[config.mk]
export PLATFORM = sky130hd
export DESIGN_NAME = satpc_sqrt
export DESIGN_NICKNAME = d
export VERILOG_FILES = /design/src/sv/satpc_sqrt.sv
export SDC_FILE = /design/constraint.sdc
export NUM_CORES = 1
export LEC_CHECK = 0
export BUFFER_PORTS_ARGS = -buffer_cell sky130_fd_sc_hd__buf_2
export CAP_MARGIN = 10
export CORE_MARGIN = 2
export CORE_UTILIZATION = 30
export CTS_BUF_LIST = sky130_fd_sc_hd__clkbuf_4 sky130_fd_sc_hd__clkbuf_8 sky130_fd_sc_hd__clkbuf_16
export CTS_CLUSTER_DIAMETER = 60
export DETAILED_ROUTE_END_ITERATION = 12
export GPL_TIMING_DRIVEN = 0
export PLACE_DENSITY = 0.46
export SLEW_MARGIN = 30
export SYNTH_ARGS = -nofsm -noshare
export SYNTH_HDL_FRONTEND = slang
export SYNTH_SLANG_ARGS = --single-unit
[constraint.sdc]
create_clock -name clk -period 13 [get_ports clk]
set_input_delay 3.25 -clock clk [delete_from_list [all_inputs] [get_ports clk]]
set_output_delay 3.25 -clock clk [all_outputs]
set_load 0.005 [all_outputs]
[src/sv/satpc_sqrt.sv]
// ----------------------------------------------------------------------------
// satpc_sqrt
// Bit-serial integer square root, one result bit per cycle.
// ----------------------------------------------------------------------------
module satpc_sqrt (
  input  logic        clk,
  input  logic        rst,
  input  logic        start,
  input  logic [61:0] radicand,
  output logic        done,
  output logic [30:0] root
);

  logic [61:0] rem;
  logic [61:0] res;
  logic [61:0] bitv;
  logic        busy;
  logic [61:0] trial;

  assign trial = res + bitv;
  assign root  = res[30:0];

  always_ff @(posedge clk) begin
    if (rst) begin
      busy <= 1'b0;
      done <= 1'b0;
    end else begin
      done <= 1'b0;
      if (start) begin
        busy <= 1'b1;
        rem  <= radicand;
        res  <= '0;
        bitv <= 62'd1 << 60;
      end else if (busy) begin
        if (bitv == '0) begin
          busy <= 1'b0;
          done <= 1'b1;
        end else begin
          if (rem >= trial) begin
            rem <= rem - trial;
            res <= (res >> 1) + bitv;
          end else begin
            res <= res >> 1;
          end
          bitv <= bitv >> 2;
        end
      end
    end
  end

endmodule

==> summary.md <==
| Metric | Value |
|---|---|
| Run status | `complete, no violations` |
| Width of the die | `around 230 um` |
| Max frequency | `~120 MHz` |
| Slew headroom | `0.312` |
| Max Slew Vio Count | `0` |
| Seq/Total Area, Yosys | `0.302` |
| Net Sw Power | `between 1 and 1.5 mW` |
| Syn nets | `about 2000` |
| Critical path class | `reg2reg` |
| WL final | `roughly 56000 um` |
| GPL Wtd Cong | `a little over 0.9` |
| Max_cap viols | `0` |
| # setup viols final | `0` |
| Number of synthesized flops with an enable pin | `about 160` |
| Hold Fails Final Rpt | `0` |
| Skew final | `roughly 0.015 ns` |
| Via count | `14900` |
| Largest net degree at the start of global routing | `35` |
| Initial antenna violation count | `0` |
| RSZ-0062 raised after global routing | `false` |
| Hold_ws | `about 0.49 ns` |
| Fin worst setup slack | `4.64 ns` |
| Ports | `just under 100` |
| Hold-critical path endpoint | `done` |
| Starting Density | `0.303` |
| Clock group share of total power | `0.234` |
| Synth top area share | `0.300` |
| DRC violations left | `0` |
| Asr flop ratio synth | `0` |
| Area leader, netlist | `edfxtp_1` |
| Worst r2r src | `res[4]` |
| CP Launch Type | `register` |
| Worst Hold Launch | `busy` |
| Clock buffer count from CTS | `17` |
| Clock transition at path regs | `0.07 ns` |
| CTS tree | `done` |
| Vias in the first global route | `around 14000` |
| Fin crit share | `0.643` |
| Worst R2R End | `rem[18]` |
| Synth Flop Type | `edfxtp_1` |
| Critical Path AT | `approximately 8.5 ns` |
| Final #Nets | `between 2000 and 2500` |
| Switching share of power | `0.427` |
| Max Buffers Root-to-Sink | `2` |
| Largest cells by area after synthesis | `edfxtp_1 30%, ha_1 10%, a21oi_1 5.1%` |
| Comb power frac | `0.473` |
| Post-layout min period | `8.36 ns` |
| Place WS | `4.67 ns` |
| PwrDens | `approximately 140 mW/mm^2` |
| Port Buffers | `96` |
| Worst IR Drop VDD | `around 0.09 mV` |
| Worst-Skew Late Latency | `around 0.48 ns` |
| H-Tree Depth | `4` |
| Root Driver | `clkbuf_16` |
| Worst Tran Pin Value | `between 1 and 1.5 ns` |
| Cells after synthesis | `1864` |
| HP Class | `reg2reg` |
| Area Overhead vs Synth | `13.8%` |
| CP endpoint kind | `register` |
| Antenna Nets Post-Route | `0` |
| DR iter-0 viols | `between 1000 and 1500` |
| Syn avg cell area | `8.34 um^2` |
| Distinct cells, synth | `73` |
| Layout cells sized above 1 | `0.119` |
| Gr usage total | `0.210` |
| Hold Buf Count CTS | `0` |
| Int Power | `approximately 1.4 mW` |
| Total power | `approximately 2.4 mW` |
| N_diodes | `0` |
| Synth warn | `0` |
| CTS sink cnt | `around 160` |
| Reg2reg path depth | `22` |
| Core ar. | `just over 0.05 mm^2` |
| Cts repair resizes | `0` |
| Post-CTS setup buffers | `0` |
| Drt pass-1 iters | `5` |
| Worst hold stages | `1` |
| Filler cells | `5441` |
| Site Rows | `83` |
| Crit path max fanout | `34` |
| Grt total ovfl | `0` |
| Avg Vias per Cell | `around 5.5` |
| HPWL Detailed | `between 40000 and 50000 um` |
| WP data required | `about 13 ns` |
| First-pass GRT wire length | `about 85000 um` |
| Routed len/inst | `between 20 and 25 um` |
| FF+latch count, synth | `between 150 and 200` |
| Lkg Pwr | `~6.7 nW` |
| Reg-to-reg slack, setup | `around 4.6 ns` |
| Flop pwr share | `0.293` |
| Die ar. | `between 0.05 and 0.06 mm^2` |
| DIE HEIGHT | `roughly 230 um` |
| Mapped Area | `between 0.015 and 0.02 mm^2` |
==> worst max-delay path, cell delays in order, from the launching register on <==
cell and delay [ns]:
edfxtp_1 0.54, ha_1 0.46, a211oi_2 0.11, a2111oi_0 0.80
a221o_1 0.40, a311o_1 0.34, a311o_1 0.34, a211oi_2 0.13
o21bai_1 0.38, a31oi_1 0.16, xor2_1 0.19, ha_1 0.29
clkbuf_1 0.32, and2_1 0.37, nand3_1 0.13, nor3_1 0.56
nand4_1 0.19, o221ai_1 0.33, a221oi_1 0.30, nand2_1 0.51
buf_2 0.39, o21a_4 0.47, buf_12 0.27
==> registers in the layout (all words and copies together) (netlist names) <==
register  flops
done          1
res          62
busy          1
bitv         31
rem          62
==> through the flow <==
stage,setup TNS (ns),utilization,area [um^2],cells
after floorplan,0,-,15500,1864
after global placement,-67.31,0.329,16900,2640
after global routing,0,0.345,17700,2678
after detailed placement,0,0.332,17100,2646
final,0,0.345,17700,2678
after CTS,0,0.344,17700,2678
==> per-layer routing <==
| metal | track usage | share of wire | up-vias | wire length, um |
|---|---|---|---|---|
| li1 | - | - | 7242 | - |
| met1 | 0.298 | 0.49 | 7140 | 27700 |
| met2 | 0.329 | 0.44 | 402 | 25000 |
| met3 | 0.0192 | 0.037 | 76 | 2060 |
| met4 | 0.0775 | 0.028 | 0 | 1590 |
| met5 | 0 | 0 | - | 0 |
==> kinds of logic (layout without fill, tap and decap cells) <==
logic type | Yosys count | count (layout) | share of synthesized area
DFF | 157 | 157 | 0.302
buffers and inverters | 155 | 289 | 0.0463
AOI/OAI and AO/OA | 602 | 602 | 0.246
and+or+nand+nor | 660 | 660 | 0.205
xor gates and xnor gates | 124 | 124 | 0.0699
adders and majority gates | 127 | 127 | 0.103
muxes | 39 | 39 | 0.0277
==> cell usage after synthesis (6+ instances only) <==
| master | count |
|---|---|
| a211oi_1 | 29 |
| a21boi_0 | 9 |
| a21o_1 | 46 |
| a21oi_1 | 159 |
| a311oi_1 | 11 |
| a31o_2 | 11 |
| a31oi_1 | 61 |
| and2_1 | 11 |
| and3_1 | 21 |
| buf_2 | 10 |
| buf_4 | 33 |
| clkbuf_1 | 72 |
| edfxtp_1 | 155 |
| ha_1 | 126 |
| inv_1 | 36 |
| mux2_2 | 32 |
| mux2i_1 | 7 |
| nand2_1 | 199 |
| nand2b_1 | 8 |
| nand3_1 | 43 |
| nand4_1 | 52 |
| nor2_1 | 149 |
| nor2b_1 | 79 |
| nor3_1 | 52 |
| nor3b_1 | 7 |
| nor4_1 | 12 |
| o211ai_1 | 11 |
| o21a_1 | 13 |
| o21ai_0 | 136 |
| o21bai_1 | 29 |
| o22ai_1 | 7 |
| o31ai_1 | 17 |
| or2_2 | 6 |
| xnor2_1 | 64 |
| xor2_1 | 60 |
==> placed cells by master, fill, tap and decap left out, drive strengths merged, types with 12 or more instances in the layout <==
cell and n:
a211oi 31, a21o 46, a21oi 159, a31oi 61, and2 13, and3 21, buf 148, clkbuf 90
edfxtp 155, ha 126, inv 45, mux2 32, nand2 199, nand3 43, nand4 52, nor2 149
nor2b 79, nor3 52, nor4 12, o21a 13, o21ai 138, o21bai 29, o31ai 17, xnor2 64
xor2 60
==> area by class of cell <==
cell class                      count  area [um^2]  share of cell area
Clock inverter                     15          198              0.0112
Sequential cell                   157         4690               0.266
Buffer                            119          589              0.0333
Multi-Input combinational cell   1552        10100               0.574
Tap cell                          680          851              0.0481
Inverter                           36          135             0.00765
Clock buffer                       17          425              0.0241
Timing Repair Buffer              102          638              0.0361
==> worst max-delay path by stage <==
stage | slack [ns] | endpoint | cells past startpoint | from
final | 4.64 | rem[18] | 22 | res[4]
after global routing | 4.21 | rem[18] | 22 | res[4]
after CTS | 4.60 | rem[18] | 22 | res[4]
after detailed placement | 4.67 | rem[18] | 22 | res[4]
after global placement | -1.09 | rem[18] | 6 | start
after floorplan | 3.07 | rem[0] | 5 | start
==> power by group through the flow <==
stage	registers (mW)	logic, mW	clock network [mW]
3_3_place_gp	0.728	1.12	0
6_report	0.711	1.15	0.569
2_1_floorplan	0.691	0.831	0
5_1_grt	0.720	1.27	0.591
3_5_place_dp	0.720	1.13	0
4_1_cts	0.711	1.14	0.579
Note: power is estimated with default switching activity, not from simulation.
