===== src/sv/satpc_pkg.sv =====
// ----------------------------------------------------------------------------
// satpc_pkg
// Shared types and constants for the separating-axis collision core.
// ----------------------------------------------------------------------------
package satpc_pkg;

  localparam int MaxSidesDefault = 16;
  localparam int CoordW          = 16;
  localparam int UnitQ14         = 16384;

  typedef enum logic [1:0] {
    OP_CLEAR = 2'd0,
    OP_ADD_A = 2'd1,
    OP_ADD_B = 2'd2,
    OP_TEST  = 2'd3
  } op_t;

  // Shared divide request and response between sequencer and divider.
  typedef struct packed {
    logic        start;
    logic [51:0] num;
    logic [33:0] den;
  } div_req_t;

  typedef struct packed {
    logic        done;
    logic [51:0] quo;
  } div_rsp_t;

endpackage


===== src/sv/satpc_div.sv =====
// ----------------------------------------------------------------------------
// satpc_div
// Restoring divider, one quotient bit per cycle.
// ----------------------------------------------------------------------------
module satpc_div (
  input  logic                clk,
  input  logic                rst,
  input  satpc_pkg::div_req_t req,
  output satpc_pkg::div_rsp_t rsp
);

  logic [51:0] quo;
  logic [34:0] rem;
  logic [33:0] den;
  logic [5:0]  cnt;
  logic        busy;
  logic        done_q;
  logic [34:0] shifted;

  assign shifted = {rem[33:0], quo[51]};
  assign rsp     = {done_q, quo};

  always_ff @(posedge clk) begin
    if (rst) begin
      busy   <= 1'b0;
      done_q <= 1'b0;
    end else begin
      done_q <= 1'b0;
      if (req.start) begin
        busy <= 1'b1;
        quo  <= req.num;
        den  <= req.den;
        rem  <= '0;
        cnt  <= 6'd52;
      end else if (busy) begin
        if (shifted >= {1'b0, den}) begin
          rem <= shifted - {1'b0, den};
          quo <= {quo[50:0], 1'b1};
        end else begin
          rem <= shifted;
          quo <= {quo[50:0], 1'b0};
        end
        cnt <= cnt - 6'd1;
        if (cnt == 6'd1) begin
          busy   <= 1'b0;
          done_q <= 1'b1;
        end
      end
    end
  end

endmodule


===== config.mk =====
export PLATFORM = sky130hd
export DESIGN_NAME = satpc_div
export DESIGN_NICKNAME = d
export VERILOG_FILES = /design/src/sv/satpc_pkg.sv /design/src/sv/satpc_div.sv
export SDC_FILE = /design/constraint.sdc
export NUM_CORES = 1
export LEC_CHECK = 0
export BUFFER_PORTS_ARGS = -buffer_cell sky130_fd_sc_hd__buf_2
export CORE_UTILIZATION = 50
export DETAILED_ROUTE_END_ITERATION = 7
export GPL_TIMING_DRIVEN = 0
export PLACE_DENSITY = 0.73
export REMOVE_ABC_BUFFERS = 1
export SLEW_MARGIN = 20
export SYNTH_ARGS = -nofsm -noshare
export SYNTH_HDL_FRONTEND = slang
export SYNTH_SLANG_ARGS = --single-unit

===== constraint.sdc =====
create_clock -name clk -period 17.8 [get_ports clk]
set_input_delay 0.89 -clock clk [delete_from_list [all_inputs] [get_ports clk]]
set_output_delay 0.89 -clock clk [all_outputs]
set_load 0.02 [all_outputs]

==> results.cfg, run 1 <==
[run_status]
status = finished clean

[sta]
worst_slew_pin_slew_ns = 0.796
skew_ns = 0.0141
period_share_pct = 21.3
fin_setup_tns_ns = 0
fmax_mhz = 264
fin_hold_ws_ns = 0.495
setup_viol = 0
rsz0062_at_grt = false
finalHoldViolations = 0
fin_crit_ns = 3.79
drv_slew = 0
slew_headroom_pct = 46.6

[route]
dr.pass1.iters = 5
drt_iter0_drc = 493
drc_errors = 0
dr_total_vias = 5803
routed_wl_um = 16700
via_per_inst = 5.86
routedWlPerCell_um = 16.9
ant_nets = 0

[synthesis]
synthTopCellsByArea = edfxtp_1 (51%), mux2_2 (7.9%), ha_1 (6.1%)
synth-edff-count = 126
ys_seq_elements = 128
yosys.area.top_type = edfxtp_1
syn_area_per_cell_um2 = 11.3
synthesis.area_um2 = 7420
synth-main-ff-cell = edfxtp_1
synth-async-reset-ratio_pct = 0
synth_cell_types = 66
synth-seq-area-share_pct = 51.5
yosys_warnings = 0
synth_top_area_share_pct = 51.0
netlist_instances = 658

[setup_path]
path_buf_inv = 0
critPathKind = flip-flop to flip-flop
cp_max_fo = 30
cp_cell_sequence = ha_1 -> a21o_1 -> a211oi_1 -> a21oi_1 -> nand2_1 -> a211o_2 -> nand2_1 -> mux2_2
start_kind = flip-flop
required_ns = 17.97
slowest_stage = a211oi_1
cp_top_family = compound AO/OA/AOI/OAI gates
worstSetupEndpointType = flip-flop
cpMostUsedCell = nand2_1
cpPeakStageDelay_ns = 0.67
cp.arrival_ns = 3.96

[clocking]
cts_tree = done
cts_setup_buffers = 0
cts_buffer_depth = 2
clockRootBuffer = clkbuf_16
cts-buffers-inserted = 17
postCtsHoldBufs = 0
cts_resized = 0
clkLatencyLatePin_ns = 0.43
clk_pin_slew_ns = 0.06
cts_sinks = 128
h-tree-depth = 4

[placed_design]
io_buffers = 141
dp_hpwl_um = 11900
place.gp.congestion = 0.913

[finish]
drive_gt1_share_pct = 31.6
area_growth_pct = 20.8
fillers = 1179
nets = 919
num_antenna_cells = 0

[die]
start_util_pct = 51.2
coreArea_um2 = 14500
dieArea_um2 = 15300
die_x_um = 124
rows = 44
ioPinCount = 142
die_h_um = 124

[power]
p_per_area_nw_per_um2 = 104
cellLeakagePower_nw = 3.59
ir_drop_mv = 0.0875

[global_routing]
grt_pass1_vias = 5836
antenna_found_initial = 0
grt_max_degree = 51
overflow = 0
grt_pass1_wl_um = 27000
grt_usage_pct = 23.0

[min_path]
hp-class = flip-flop to flip-flop

[run]
drv_cap = 0
[per-stage QoR]
stage,std cells,total power [mW],instance area [µm²],util (%),worst slack [ns]
after global routing,990,0.972,8960,61.9,13.84
after detailed placement,958,0.594,8390,58.0,13.62
after CTS,990,0.936,8960,61.9,13.60
after floorplan,626,0.532,7250,-,12.45
final,990,0.932,8960,61.9,14.01
after global placement,951,0.584,8190,56.6,9.42
[where the power goes]
part | internal [mW] | switching (mW) | total (mW)
clock network | 0.206 | 0.135 | 0.341
logic | 0.0902 | 0.128 | 0.218
registers | 0.362 | 0.0111 | 0.373
total | 0.658 | 0.274 | 0.932
[cell type report]
type	instances	area, µm²	share of cell area (%)
clock buffer	19	433	4.83
clock inverter	13	139	1.55
inverter	47	176	1.97
multi-input combinational	451	3300	36.8
sequential	128	3820	42.7
tap	184	230	2.57
timing repair buffer	148	861	9.60
[registers in the layout, indices dropped and copies added, names as in the netlist]
name,flops
cnt,6
rem,34
done_q,1
busy,1
den,34
quo,52
[layout by cell type (no fill, tap or decap), drive strengths merged, types with 5 or more instances in the layout]
| cell | Yosys | final |
|---|---|---|
| o211ai | 6 | 6 |
| ha | 36 | 36 |
| edfxtp | 126 | 126 |
| and3 | 11 | 11 |
| buf | 21 | 148 |
| nor2 | 27 | 27 |
| o21ai | 45 | 45 |
| nor2b | 5 | 5 |
| clkbuf | 11 | 19 |
| a21oi | 65 | 65 |
| a311oi | 5 | 5 |
| o22ai | 5 | 5 |
| xor2 | 5 | 5 |
| xnor2 | 17 | 17 |
| nand2 | 34 | 34 |
| nor3 | 16 | 16 |
| inv | 47 | 48 |
| clkinv | 0 | 9 |
| a211oi | 15 | 15 |
| mux2 | 52 | 52 |
| nand4 | 9 | 9 |
| nand3 | 31 | 31 |
| a21o | 8 | 8 |
[routing by layer]
metal / wire [µm] / GRT usage, % / vias to the layer above / share of wire (%)
li1: - / - / 2771 / -
met1: 7200 / 28.2 / 2762 / 43
met2: 8040 / 38.2 / 243 / 48
met3: 1170 / 5.68 / 27 / 7.0
met4: 349 / 10.3 / 0 / 2.1
met5: 0 / 0 / - / 0
[cells by family (layout without fill, tap and decap cells)]
family | after synthesis | in the layout | synth area share [%]
mux | 53 | 53 | 8.03
xor+xnor | 22 | 22 | 2.60
buf+inv | 79 | 227 | 4.60
fa+ha+maj | 37 | 37 | 6.34
simple gates | 159 | 159 | 11.3
flops | 128 | 128 | 51.5
compound gates | 180 | 180 | 15.6
[synthesized netlist by cell type, types with 3 or more instances]
library cell    n
nor2b_1         5
ha_1           36
nor3_1         14
a21oi_1        61
inv_1          47
a21oi_2         3
nor2_1         27
xor2_1          5
clkbuf_1        9
xnor2_1        17
or3_1           3
and2_1          4
edfxtp_1      126
buf_1           5
a311oi_1        5
a21o_1          8
buf_4           4
mux2_2         52
nand4_1         8
a221oi_1        3
a211o_1         4
buf_2          10
o21ai_1        15
nand2_1        32
nand2b_1        3
and3_1         11
o22ai_1         5
or2_2           4
a211oi_1       14
o21bai_1        4
o21ai_0        28
nand3_1        31
o211ai_1        6
nor4_1          3
[path summary, 6_finish.rpt]
path,from,slack [ns],cells past startpoint,to
hold / removal,busy,0.49,1,done_q
setup / recovery,rem[25],14.01,8,quo[0]
setup reg to reg,rem[25],14.01,8,quo[0]
hold reg to reg,busy,0.49,1,done_q
(Power assumes the default switching activity.)
==> run 2, diff against run 1 <==
Settings changed: PLACE_DENSITY 0.73 to 0.76.
Clock period 17.8 ns to 3.1 ns, I/O delays scaled along.
==> run 2 against run 1 <==
Compared with the run above:
- first-iteration DRC count increased by 10%
- critical path depth grew 4
- sequential share of layout area down 2.6 points
- highest routed layer unchanged
==> results.cfg, run 2 (same netlist as run 1, synthesis figures left out) <==
[die]
ioPinCount = 142
dieArea_um2 = 15300
die_x_um = 124
coreArea_um2 = 14500
rows = 44
die_h_um = 124
start_util_pct = 51.2

[setup_path]
critPathKind = flip-flop to flip-flop
cp_cell_sequence = inv_1 -> ha_2 -> inv_2 -> fa_2 -> a21o_1 -> a221o_1 -> and2_4 -> o311ai_4 -> nor4b_4 -> nor3_2 -> o21ai_1 -> a21oi_1
cp.arrival_ns = 3.25
slowest_stage = edfxtp_1
path_buf_inv = 2
worstSetupEndpointType = flip-flop
cp_max_fo = 5
cpPeakStageDelay_ns = 0.41
cp_top_family = compound AO/OA/AOI/OAI gates
required_ns = 3.26
start_kind = flip-flop

[clocking]
cts_tree = done
h-tree-depth = 4
clk_pin_slew_ns = 0.06
cts_buffer_depth = 2
cts_sinks = 128
clkLatencyLatePin_ns = 0.42
cts-buffers-inserted = 17
clockRootBuffer = clkbuf_16

[route]
drt_iter0_drc = 543
dr_total_vias = 6080
dr.pass1.iters = 6
via_per_inst = 5.86
ant_nets = 0
drc_errors = 0
routed_wl_um = 18400
routedWlPerCell_um = 17.7

[finish]
nets = 968
drive_gt1_share_pct = 33.1
largest_reg_flops = 52
layout_commonest_cell = buf_2
num_antenna_cells = 0
final_util_pct = 65.9
top_regs = quo: 52 flops, den: 34 flops, rem: 34 flops
area_growth_pct = 28.6
largest_register = quo
layout_common_cells = buf_2 (140), edfxtp_1 (126), a21oi_1 (60), mux2_2 (52), inv_1 (46)
stdcell_area_um2 = 9540

[run_status]
status = finished clean

[sta]
worst_slew_pin_slew_ns = 0.729
setup_viol = 0
finalHoldViolations = 0
slew_headroom_pct = 51.3
drv_slew = 0
skew_ns = 0.0110
layout_setup_ws_ns = 0.00865
rsz0062_at_grt = true
fin_crit_ns = 3.09
period_share_pct = 99.7
fmax_mhz = 323

[global_routing]
grt_usage_pct = 25.3
grt_max_degree = 56
grt_pass1_wl_um = 29400
overflow = 0
grt_pass1_vias = 6039
antenna_found_initial = 0

[min_path]
hp-class = input port to flip-flop

[power]
fin_total_pwr_mw = 5.44
p_per_area_nw_per_um2 = 570
ir_drop_mv = 0.423
cellLeakagePower_nw = 3.81

[placed_design]
io_buffers = 141
dp_hpwl_um = 12200
place.gp.congestion = 0.957
placed_cell_area_um2 = 8390
pre_cts_ws_ns = -1.12

[run]
drv_cap = 0
==> run 2: path summary, 6_finish.rpt <==
path         slack, ns     from  depth (start not counted)       to
max              0.009  quo[51]                         12  rem[32]
min               0.01      rst                          2     busy
max reg2reg      0.009  quo[51]                         12  rem[32]
min reg2reg       0.49     busy                          1   done_q
==> run 2: through the flow <==
stage	cells	setup TNS (ns)	hold slack, ns
4_1_cts	1030	0	0.000873
3_3_place_gp	951	-543.95	0.334
6_report	1037	0	0.0117
3_5_place_dp	958	-17.99	0.333
2_1_floorplan	626	-170.69	0.233
5_1_grt	1037	-0.216	0.0124
==> run 2: where the power goes <==
group | switching (mW) | internal, mW
clock network | 0.747 | 1.17
logic | 0.794 | 0.587
registers | 0.0656 | 2.08
total | 1.61 | 3.83
==> run 2: area by class of cell <==
class                      instances  area, µm²
clock buffer                      19        433
clock inverter                    11        118
fill                            1100       4940
inverter                          47        176
multi-input combinational        453       3450
sequential                       128       3820
tap                              184        230
timing repair buffer             195       1310
==> run 2: repair_timing <==
action | 4_1_cts | 5_1_grt
endpoints found under the hold margin | 34 | 0
hold buffers | 34 | 0
resized for setup | 11 | 14
endpoints found under the setup margin | 35 | 10
pin swaps | 6 | 11
setup buffers | 6 | 7
gates cloned | 2 | 0
==> run 2: layer usage <==
metal	track usage [%]	up-vias	wire, µm
met1	31.4	2891	7730
met5	0	-	0
met4	10.8	0	440
met3	7.23	45	1360
met2	41.1	275	8830
li1	-	2869	-
